[config.mk]
export PLATFORM = sky130hd
export DESIGN_NAME = ras_slot_mem
export DESIGN_NICKNAME = d
export VERILOG_FILES = /design/src/hdl/assert_macros.svh /design/src/hdl/ras_pkg.sv /design/src/hdl/ras_slot_mem.sv
export SDC_FILE = /design/constraint.sdc
export NUM_CORES = 1
export LEC_CHECK = 0
export ABC_CLOCK_PERIOD_IN_PS = 9400
export BUFFER_PORTS_ARGS = -buffer_cell sky130_fd_sc_hd__buf_2
export CAP_MARGIN = 20
export CELL_PAD_IN_SITES_DETAIL_PLACEMENT = 0
export CELL_PAD_IN_SITES_GLOBAL_PLACEMENT = 1
export CORE_ASPECT_RATIO = 1.4
export CORE_MARGIN = 5
export CORE_UTILIZATION = 28
export DETAILED_ROUTE_END_ITERATION = 10
export GPL_TIMING_DRIVEN = 1
export PLACE_DENSITY_LB_ADDON = 0.1
export SKIP_LAST_GASP = 1
export SLEW_MARGIN = 10
export SYNTH_ARGS = -nofsm -noshare
export SYNTH_HDL_FRONTEND = slang
export SYNTH_SLANG_ARGS = --single-unit
export TNS_END_PERCENT = 20
[constraint.sdc]
create_clock -name clk -period 9.4 [get_ports clk]
set_input_delay 1.88 -clock clk [delete_from_list [all_inputs] [get_ports clk]]
set_output_delay 1.88 -clock clk [all_outputs]
set_load 0.01 [all_outputs]
[src/hdl/assert_macros.svh]
// ---------------------------------------------------------------------------
// Assertion macros shared by the RTL. They expect signals named clk and rst
// in the scope where they are used.
// ---------------------------------------------------------------------------
`ifndef ASSERT_MACROS_SVH
`define ASSERT_MACROS_SVH

`ifndef NO_ASSERTIONS

// Clocked property check, switched off while reset is high.
`define ASSERT_CLK(label, prop) \
  label: assert property (@(posedge clk) disable iff (rst) prop) \
    else $error("assertion failed");

// Clocked property check that also holds during reset.
`define ASSERT_ALWAYS(label, prop) \
  label: assert property (@(posedge clk) prop) \
    else $error("assertion failed");

`else

`define ASSERT_CLK(label, prop)
`define ASSERT_ALWAYS(label, prop)

`endif

`endif

[src/hdl/ras_pkg.sv]
// ---------------------------------------------------------------------------
// ras_pkg
// Request codes and payload widths of the return address stack.
// ---------------------------------------------------------------------------
`default_nettype none

package ras_pkg;

  // Payload widths.
  localparam int ADDR_W = 64;
  localparam int REQ_W  = 2;

  // Request codes. The fourth code is unused and changes nothing.
  localparam logic [REQ_W-1:0] REQ_PUSH  = 2'd0;
  localparam logic [REQ_W-1:0] REQ_POP   = 2'd1;
  localparam logic [REQ_W-1:0] REQ_FLUSH = 2'd2;

endpackage

`default_nettype wire

[src/hdl/ras_slot_mem.sv]
// ---------------------------------------------------------------------------
// ras_slot_mem
// Address slot storage: one write port and one read port with registered
// read data.
// ---------------------------------------------------------------------------
`default_nettype none

module ras_slot_mem
  import ras_pkg::*;
#(
  parameter int DEPTH = 16
) (
  input  wire logic                     clk,
  input  wire logic                     wr_en,
  input  wire logic [$clog2(DEPTH)-1:0] wr_idx,
  input  wire logic [ADDR_W-1:0]        wr_data,
  input  wire logic                     rd_en,
  input  wire logic [$clog2(DEPTH)-1:0] rd_idx,
  output logic      [ADDR_W-1:0]        rd_data
);

  logic [ADDR_W-1:0] slots [DEPTH];

  // Write port.
  always_ff @(posedge clk) begin
    if (wr_en) begin
      slots[wr_idx] <= wr_data;
    end
  end

  // Registered read port.
  always_ff @(posedge clk) begin
    if (rd_en) begin
      rd_data <= slots[rd_idx];
    end
  end

endmodule

`default_nettype wire

=== After elaboration in Yosys (flattened, before gate mapping) ===
Memories as Yosys holds them, arrays and structs flattened. A register that Yosys moved wholly into a read port is not among the register bits.
Cells that the tools add are included.

* Multiplexer cells: 2

{| class="wikitable"
|+ Operators with widths
! operator !! count
|-
| 2-to-1 mux 1 bit || 2
|}

* Bits of input ports: 75
* Bits in writable memories: 1024
* Memories kept: 1
* Word-level logic and storage cells: 3
* Flip-flop bits (word level): 0

{| class="wikitable"
|+ Memories
! memory !! depth !! width !! rd ports !! clocked after Yosys merged registers in !! wr ports !! RTL line !! RTL
|-
| slots || 16 || 64 || 1 || 1 || 1 || ras_slot_mem.sv:22 || <nowiki>logic [ADDR_W-1:0] slots [DEPTH];</nowiki>
|}

=== Depth between registers and ports, before layout ===
Gate-level depths: netlist of the first run.

* Word-level depth: 2
* Gate-level depth with buffers: 6

=== Worst setup path after synthesis of the first run ===
OpenSTA, ideal clock, no wires.

* Path type: input to register
* Start point: in wr_idx[2]
* End point: mem slots[0][0] (enable)
* Path buffers: 0
* Arrival time: 6.743 ns
* Slack: 2.091 ns
* Stages: 2
* Cell sequence: or3b_2 > nor3_1

{| class="wikitable"
|+ RTL lines
! element !! RTL line !! RTL
|-
| start: declaration || ras_slot_mem.sv:15 || <nowiki>input wire logic [$clog2(DEPTH)-1:0] wr_idx,</nowiki>
|-
| end: declaration || ras_slot_mem.sv:22 ||
|}

Straight into the memory's write port.

==> impl_results.md, run 1 <==
- Vias: 17,913
- DR WL/cell: 28.0 um
- Area grow syn2layout: 16.7%
- Worst-path clk slew: 0.06 ns
- Antenna-violating nets left: 0
- # H-tree levels: 3
- Drt first pass iters: 4
- Worst VDD drop: 157 uV
- Reg2reg setup slack: 7.74 ns
- Leading area contributor after synthesis: edfxtp_1
- Clock root buffer: clkbuf_16
- Min Tclk post-route: 4.05 ns
- First-pass GRT wire length: 153 mm
- Cts bufs inserted: 107
- Setup CP Type: input port to register
- MaxCap Viol Count: 0
- GR Overflow Total: 0
- RSZ-0062 raised after global routing: no
- TritonCTS clock tree: built
- Vias per inst: 4.64
- Hold EP: rd_data[6]
- CP max stage delay: 0.84 ns
- Layout Cells excl Fill: 3,857
- RR Startpoint: slots[10][55]
- Share of cells above drive strength 1: 0.313
- Largest net degree at the start of global routing: 100
- Die Height: 458 um
- Placed insts: 3,654
- CTS max path bufs: 3
- Netlist Area Pre-Place: 40,200 um2
- Synth unique cells: 17
- Critical Path End Type: register
- Period utilisation layout: 0.431
- HPWL Detailed: 53.4 mm
- Initial antenna violation count: 14
- RD Place Congestion: 0.664
- Synth warn: 0
- Fin. Hold Viols: 0
- Design area: 47,000 um2
- R2R cell count: 3
- Die width: 330 um
- CP max stage cell: buf_4
- Worst Hold Class: register to register
- # Post-CTS Setup Buffers: 0
- Status: finished clean
- Clock skew: 0.0292 ns
- Port Buffer Count: 138
- Num ports: 139
- Resize count post-CTS: 0
- Vias in the first global route: 20,113
- Hold WS: 0.742 ns
- Core footprint: 143,000 um2
- Total die area: 151,000 um2
- Reg2reg end: rd_data[55]
- Synth Register Bits: 1,088
- FF+latch area: 32,700 um2
- Residual DRC: 0
- Clock Sinks: 1,088
- Final setup fails: 0
- Synth area leaders: edfxtp_1 81%, mux4_2 14%, a22oi_1 2.4%
- Synth Instances: 1,647
- DP Area: 43,400 um2
- Max Fanout on Critical Path: 99
- FMAX: 247 MHz
- Area of the multi-input gates: 7230 um2
- Final #Nets: 1,929
- Setup crit start kind: input port
- Cell Rows: 164
- Critical path arrival: 4.47 ns
- Initial core utilization: 0.282
- Power, Total: 10.4 mW
- Total global routing track utilization: 0.142
- Initial DRC Count: 1,277
- Lkg Pwr: 14.6 nW
- CP top delay family: buffers and inverters
- Worst path required time: 9.82 ns
- WP buf/inv: 2
- Min-delay src: slots[4][6]
- Slew Limit Headroom: 0.270
- Crit path cell chain: buf_8 > buf_4 > mux4_2 > a22oi_1 > nand2_1
- Seq/Total Area, Yosys: 0.812
- Hold_buf cts: 0
- Final setup TNS: 0 ns
- Power per standard cell area: 221 nW/um2
- Worst-margin pin slew: 1.09 ns
- Syn avg cell area: 24.4 um2
- Fillers: 13,615
- Fin. max-slew vios: 0
- Worst hold path depth: 3
- Synth top area share: 0.812
- Syn Nets: 1,722
- Worst-skew pair later-pin latency: 0.71 ns
- Final wirelength: 108 mm
==> state kept, by name, summed over array words and instances, names as in the netlist <==
register and count:
slots 1024, rd_data 64
==> cells by family (layout without fill, tap and decap cells) <==
kind of cell	count (synthesis)	count (layout)	synth area share
flip-flops	1088	1088	0.812
multiplexers	256	256	0.143
AO/OA/AOI/OAI	128	128	0.0239
AND/OR/NAND/NOR	91	91	0.00927
buffers and inverters	84	381	0.0112
other	0	4	0
==> synthesized netlist by cell type, drive strengths merged <==
| cell | number |
|---|---|
| or3b | 1 |
| nand3 | 1 |
| nor2 | 13 |
| a22oi | 128 |
| edfxtp | 1088 |
| nand2 | 65 |
| mux4 | 256 |
| buf | 48 |
| nand2b | 2 |
| and2 | 1 |
| clkbuf | 36 |
| nand3b | 2 |
| nor3 | 4 |
| nor2b | 2 |
==> worst min-delay path: cells and delay by family, from the launching register on <==
| family | cells | cell delay [ns] |
|---|---|---|
| flops | 1 | 0.31 |
| compound gates | 1 | 0.06 |
| mux | 1 | 0.23 |
| simple gates | 1 | 0.06 |
==> layout make-up <==
cell class / instances / share of cell area
sequential: 1088 / 0.696
timing repair buffer: 182 / 0.0234
tap: 1909 / 0.0509
clock inverter: 73 / 0.0157
antenna: 4 / 0.000213
clock buffer: 126 / 0.0599
multi-input combinational: 475 / 0.154
==> layout by cell type (no fill, tap or decap), types with 4 or more instances in the layout <==
master	netlist	final
buf_2	13	135
bufinv_16	0	14
clkinv_2	0	14
buf_4	6	40
clkinv_1	0	34
diode_2	0	4
a22oi_1	128	128
edfxtp_1	1088	1088
nor3_2	0	4
clkbuf_1	36	16
clkbuf_16	0	110
nand2_1	65	65
nor2_4	0	13
clkinvlp_4	0	7
mux4_2	256	256
buf_12	0	4
==> per-layer routing <==
metal,wire [um],up-vias,global-route usage
li1,-,7536,-
met1,45500,9866,0.182
met2,55800,369,0.249
met3,4560,132,0.0255
met4,1980,10,0.0375
met5,60,-,0
==> how the worst max path moves through the flow <==
stage | from | slack [ns] | endpoint | depth (start not counted)
final | rd_idx[1] | 5.35 | rd_data[55] | 5
after global routing | rd_idx[0] | 5.11 | rd_data[37] | 5
after CTS | wr_idx[2] | 5.30 | slots[11][62] | 5
after detailed placement | rd_idx[0] | 4.51 | rd_data[37] | 5
after global placement | rd_idx[1] | 4.54 | rd_data[55] | 5
after floorplan | wr_idx[2] | 2.09 | slots[0][0] | 2
==> power breakdown <==
| group | internal (mW) | switching, mW |
|---|---|---|
| registers | 5.47 | 0.0325 |
| logic | 0.183 | 0.308 |
| clock network | 2.52 | 1.85 |
| total | 8.17 | 2.19 |
==> per-stage QoR <==
step,utilization,setup slack (ns)
floorplan,-,2.09
global placement,0.304,4.54
detailed placement,0.304,4.51
CTS,0.329,5.30
global route,0.329,5.11
finish,0.329,5.35
(Power assumes the default switching activity.)
==> inputs of run 2 (changes only) <==
- ABC_AREA: unset -> 1
- ABC_CLOCK_PERIOD_IN_PS: 9400 -> 3890
- clock period: 9.4 -> 3.89 ns (I/O delays scaled with it)
==> impl_results.md, run 2 <==
- Main synth FF type: edfxtp_1
- Initial core utilization: 0.281 (-0.000940)
- Sw Share: 0.235 (+0.0237)
- Layout Cells excl Fill: 6,566 (+70%)
- Post-synth top cells: 1,349 x nand2_1, 1,088 x edfxtp_1, 771 x inv_1
- R2R cell count: 6 (+3)
- MaxCap Viol Count: 0 (unchanged)
- Resize count post-CTS: 0 (unchanged)
- Vias per inst: 4.36 (-6.2%)
- NetSw: 5.98 mW (+170%)
- Core footprint: 164,000 um2 (+15%)
- Design area: 52,700 um2 (+12%)
- Initial antenna violation count: 15 (+1)
- Residual DRC: 0 (unchanged)
- Worst VDD drop: 333 uV (+110%)
- Critical Path End Type: primary output
- Reg2reg setup slack: 2.59 ns (-5.15 ns)
- Biggest regs: slots x1024, rd_data x64
- # Post-CTS Setup Buffers: 0 (unchanged)
- DP Area: 49,100 um2 (+13%)
- Setup CP Type: register to primary output
- # H-tree levels: 3 (unchanged)
- Final wirelength: 137 mm (+27%)
- Commonest non-fill, non-tap cells in the layout: 1,349 x nand2_1, 1,088 x edfxtp_1, 770 x inv_1
- Share of cells above drive strength 1: 0.0875 (-0.225)
- Largest net degree at the start of global routing: 165 (+65%)
- RSZ-0062 raised after global routing: no
- Most common cell after layout, fill and taps aside: nand2_1
- Most frequent cell after synthesis: nand2_1
- Synth Register Bits: 1,088 (unchanged)
- Min-delay src: wr_data[34]
- Synth Instances: 4,210 (+160%)
- Biggest register: slots
- Min Tclk post-route: 2.21 ns
- Critical path arrival: 1.44 ns (-3.03 ns)
- GR Overflow Total: 0 (unchanged)
- Area grow syn2layout: 14.8%
- Syn Nets: 4,285 (+150%)
- CP max stage delay: 0.51 ns (-0.33 ns)
- Final setup TNS: 0 ns (unchanged)
- Worst-skew pair later-pin latency: 0.73 ns (+0.02 ns)
- Power per standard cell area: 484 nW/um2 (+120%)
- TritonCTS clock tree: built
- CP top delay family: flip-flops
- Crit path cell chain: buf_2
- First-pass GRT wire length: 200 mm (+31%)
- DR WL/cell: 20.8 um (-26%)
- Clock Sinks: 1,088 (unchanged)
- Hold EP: slots[5][34]
- Worst Hold Class: input port to register
- Leading area contributor after synthesis: edfxtp_1
- Final #Nets: 4,409 (+130%)
- Synth area leaders: edfxtp_1 71%, nand2_1 11%, nand3_1 8.4%
- Cell Rows: 176 (+7.3%)
- HPWL Detailed: 67.8 mm (+27%)
- Setup crit start kind: register
- Total global routing track utilization: 0.156 (+0.0143)
- Number of enable flip-flop cells after synthesis: 1,088 (unchanged)
- Initial DRC Count: 1,552 (+22%)
- Final setup fails: 0 (unchanged)
- Reg2reg end: rd_data[4]
- Status: finished clean
- Worst-path clk slew: 0.06 ns (about the same)
- Num ports: 139 (unchanged)
- Cell Int Power: 19.5 mW (+140%)
- Total die area: 172,000 um2 (+14%)
- WP buf/inv: 1 (-1)
- Port Buffer Count: 138 (unchanged)
- Vias: 28,601 (+60%)
- Worst hold path depth: 1 (-2)
- FMAX: 452 MHz
- Clock skew: 0.0182 ns (-0.0110 ns)
- Syn avg cell area: 10.9 um2 (-55%)
- Placed insts: 6,350 (+74%)
- Period utilisation layout: 0.569
- Die Height: 489 um (+6.7%)
- Worst path required time: 3.11 ns (-6.71 ns)
- Seq/Total Area, Yosys: 0.711 (-0.101)
- Fin. Hold Viols: 0 (unchanged)
- Combinational share of power: 0.063 (+0.016)
- Clock root buffer: clkbuf_16
- RD Place Congestion: 0.674 (+1.5%)
- Synth top area share: 0.711 (-0.101)
- CTS max path bufs: 3 (unchanged)
- Worst-margin pin slew: 0.982 ns (-0.113 ns)
- Asr flop ratio synth: 0 (unchanged)
- Hold_buf cts: 0 (unchanged)
- Flop pwr share: 0.521 (-0.010)
- Vias in the first global route: 28,862 (+43%)
- Clock network power share: 0.416 (-0.006)
- Netlist Area Pre-Place: 45,900 um2 (+14%)
- Max reg flops: 1,024 (unchanged)
- Fin. max-slew vios: 0 (unchanged)
- CP max stage cell: edfxtp_1
- Drt first pass iters: 5 (+1)
- RR Startpoint: slots[9][4]
- Synth unique cells: 14 (-3)
- Slew Limit Headroom: 0.345 (+0.0751)
- Cts bufs inserted: 118 (+10%)
- Antenna-violating nets left: 0 (unchanged)
- Lkg Pwr: 21.8 nW (+49%)
- Die width: 352 um (+6.6%)
- Max Fanout on Critical Path: 1 (-99%)
- Synth warn: 0 (unchanged)
run 2: changes by cell type after synthesis, sizes merged, moves of 15 or more:
cell	before	now
nand2	65	1349
inv	0	774
nand3	1	769
mux4	256	0
buf	48	190
a22oi	128	0
clkbuf	36	21
run 2: area by class of cell:
type | instances | area, um2
antenna | 5 | 12.5
timing repair buffer | 215 | 1740
sequential | 1088 | 32700
tap | 2136 | 2670
clock inverter | 67 | 454
fill | 16604 | 111000
multi-input combinational | 2137 | 9110
clock buffer | 144 | 3090
inverter | 774 | 2950
run 2: routing by layer:
| metal | GRT usage | wire [um] | vias to the layer above |
|---|---|---|---|
| li1 | - | - | 13910 |
| met1 | 0.203 | 61800 | 14121 |
| met2 | 0.275 | 67400 | 396 |
| met3 | 0.0207 | 4160 | 168 |
| met4 | 0.0444 | 3100 | 6 |
| met5 | 0 | 41 | - |
run 2: worst max-delay path by stage:
| stage | start | to | slack (ns) | cells past startpoint |
|---|---|---|---|---|
| 6_report | rd_data[34] | rd_data[34] | 1.68 | 1 |
| 5_1_grt | rd_data[63] | rd_data[63] | 1.59 | 1 |
| 4_1_cts | rd_data[63] | rd_data[63] | 1.57 | 1 |
| 3_5_place_dp | wr_idx[2] | slots[10][21] | 1.13 | 4 |
| 3_3_place_gp | wr_idx[2] | slots[1][39] | 1.14 | 5 |
| 2_1_floorplan | wr_idx[2] | slots[10][0] | -0.27 | 2 |
run 2: stage by stage:
stage	util	hold slack (ns)	setup WS, ns	power, mW
finish	0.322	0.430	1.68	25.5
global route	0.322	0.376	1.59	26.6
floorplan	-	0.683	-0.267	14.4
detailed placement	0.300	0.715	1.13	15.2
CTS	0.322	0.328	1.57	26.0
global placement	0.300	0.718	1.14	15.2
run 2: cells by family (layout without fill, tap and decap cells):
kind of cell           Yosys count  after routing  share of synthesized area
and+or+nand+nor               2137           2137                      0.196
DFF                           1088           1088                      0.711
buffers and inverters          985           1200                     0.0928
other                            0              5                          0
run 2: power by group through the flow:
stage	Sequential, mW	Combinational [mW]	Clock (mW)
final	13.3	1.59	10.6
after CTS	13.3	1.66	11.0
after floorplan	13.6	0.882	0
after detailed placement	13.5	1.66	0
after global placement	13.5	1.66	0
after global routing	13.3	1.80	11.5
==> inputs of run 3 (changes only) <==
- ABC_CLOCK_PERIOD_IN_PS: 3890 -> 2000
- clock period: 3.89 -> 2 ns (I/O delays scaled with it)
==> impl_results.md, run 3 (synthesis gave the netlist of run 2 again) <==
- CTS max path bufs: 3 (unchanged)
- Vias per inst: 4.36 (+0.20%)
- Critical Path End Type: primary output
- Crit path cell chain: buf_2
- Share of cells above drive strength 1: 0.116 (+0.0281)
- DR WL/cell: 21.5 um (+3.6%)
- Hold_buf cts: 46 (+46)
- Setup CP Type: register to primary output
- Design area: 55,500 um2 (+5.4%)
- Largest net degree at the start of global routing: 64 (-61%)
- Clock root buffer: clkbuf_16
- Cell Rows: 176 (unchanged)
- Vias: 29,471 (+3.0%)
- Worst Hold Class: input port to register
- RSZ-0062 raised after global routing: no
- Min Tclk post-route: 1.88 ns
- Total global routing track utilization: 0.167 (+0.0109)
- Met2 routed WL: 72.3 mm (+7.3%)
- Initial core utilization: 0.281 (unchanged)
- Pre-CTS setup slack: 0.0361 ns (-1.09 ns)
- # H-tree levels: 3 (unchanged)
- Status: finished clean
- Period utilisation layout: 0.939
- Highest routed layer: met5
- Most common cell after layout, fill and taps aside: nand2_1
- Slew Limit Headroom: 0.625 (+0.279)
- Antenna-violating nets left: 0 (unchanged)
- WP buf/inv: 1 (unchanged)
- Initial antenna violation count: 14 (-1)
- Worst-skew pair later-pin latency: 0.74 ns (about the same)
- CP max stage delay: 0.53 ns (+0.02 ns)
- Max reg flops: 1,024 (unchanged)
- Final setup TNS: 0 ns (unchanged)
- Setup crit start kind: register
- FMAX: 532 MHz
- Final #Nets: 4,584 (+4.0%)
- Resize count post-CTS: 0 (unchanged)
- Met1 Wirelength: 66.0 mm (+6.8%)
- Final wirelength: 145 mm (+6.5%)
- Die width: 352 um (unchanged)
- Clock skew: 0.0229 ns (+0.00472 ns)
- Core Util, Final: 0.339 (+0.0173)
- Lkg Pwr: 23.1 nW (+5.9%)
- Initial DRC Count: 1,739 (+12%)
- Power per standard cell area: 920 nW/um2 (+90%)
- Worst path required time: 1.60 ns (-1.51 ns)
- WL met3: 4.72 mm (+13%)
- Residual DRC: 0 (unchanged)
- Max Fanout on Critical Path: 1 (unchanged)
- Num ports: 139 (unchanged)
- Power, Total: 51.1 mW (+100%)
- Biggest register: slots
- Worst VDD drop: 653 uV (+96%)
- Clock Sinks: 1,088 (unchanged)
- HPWL Detailed: 82.7 mm (+22%)
- Cts bufs inserted: 117 (-0.85%)
- Port Buffer Count: 138 (unchanged)
- TritonCTS clock tree: built
- Die Height: 489 um (unchanged)
- Critical path arrival: 1.48 ns (+0.04 ns)
- Area grow syn2layout: 20.9%
- MaxCap Viol Count: 0 (unchanged)
- Core footprint: 164,000 um2 (unchanged)
- Total die area: 172,000 um2 (unchanged)
- Commonest non-fill, non-tap cells in the layout: 1,349 x nand2_1, 1,088 x edfxtp_1, 770 x inv_1
- CP max stage cell: edfxtp_1
- CP top delay family: flip-flops
- Worst-margin pin slew: 0.563 ns (-0.419 ns)
- Worst-path clk slew: 0.06 ns (about the same)
- GR Overflow Total: 0 (unchanged)
- First-pass GRT wire length: 213 mm (+6.6%)
- Vias in the first global route: 29,690 (+2.9%)
- Slack of the critical path: 0.122 ns (-1.55 ns)
- Final setup fails: 0 (unchanged)
- # Post-CTS Setup Buffers: 0 (unchanged)
- Fin. Hold Viols: 0 (unchanged)
- Fin. max-slew vios: 0 (unchanged)
- Biggest regs: slots x1024, rd_data x64
- DP Area: 51,300 um2 (+4.4%)
- RD Place Congestion: 0.712 (+5.7%)
- Drt first pass iters: 7 (+2)
## run 3: cell count changes in the layout (fill, tap and decap cells not counted), moves of 2 or more
cell,before,now
clkinv_1,35,28
clkinvlp_4,1,3
bufinv_16,4,11
dlygate4sd3_1,0,46
buf_12,35,129
clkinv_4,0,2
clkinv_2,22,28
inv_6,2,4
buf_4,44,80
inv_16,3,0
## run 3: path summary, 6_finish.rpt
| path | startpoint | to | slack (ns) | cells past startpoint |
|---|---|---|---|---|
| max | rd_data[31] | rd_data[31] | 0.12 | 1 |
| min | wr_data[36] | slots[13][36] | 0.07 | 1 |
| max reg2reg | slots[13][29] | rd_data[29] | 0.73 | 6 |
| min reg2reg | slots[10][42] | rd_data[42] | 0.72 | 6 |
## run 3: cell type report
type                            instances  area [um2]
Clock buffer                          145        3100
Fill cell                           16382      108000
Inverter                              774        2950
Tap cell                             2136        2670
Antenna cell                            5        12.5
Clock inverter                         76         658
Multi-Input combinational cell       2137        9110
Sequential cell                      1088       32700
Timing Repair Buffer                  391        4350
## run 3: per-stage QoR
step | hold WS [ns] | cells
after floorplan | 0.499 | 4210
after global placement | 0.711 | 6480
after detailed placement | 0.711 | 6480
after CTS | 0.000878 | 6747
after global routing | 0.0327 | 6748
final | 0.0704 | 6752
## run 3: per-layer routing
metal / GRT usage / vias up
li1: - / 14284
met1: 0.221 / 14580
met2: 0.294 / 457
met3: 0.0219 / 146
met4: 0.0376 / 4
met5: 0 / -
## run 3: report_power, final
part           internal, mW  total, mW  leakage [nW]  switching, mW
Clock                  12.4       21.7          1.85           9.35
Sequential             25.7       25.9          9.88          0.170
Combinational          1.17       3.55          11.3           2.38
Total                  39.2       51.1          23.1           11.9
## run 3: worst reg2reg max path, delay by kind of cell (launching register included)
kind	cells	cell delay, ns
buf+inv	1	0.06
flops	1	0.36
simple gates	5	0.54
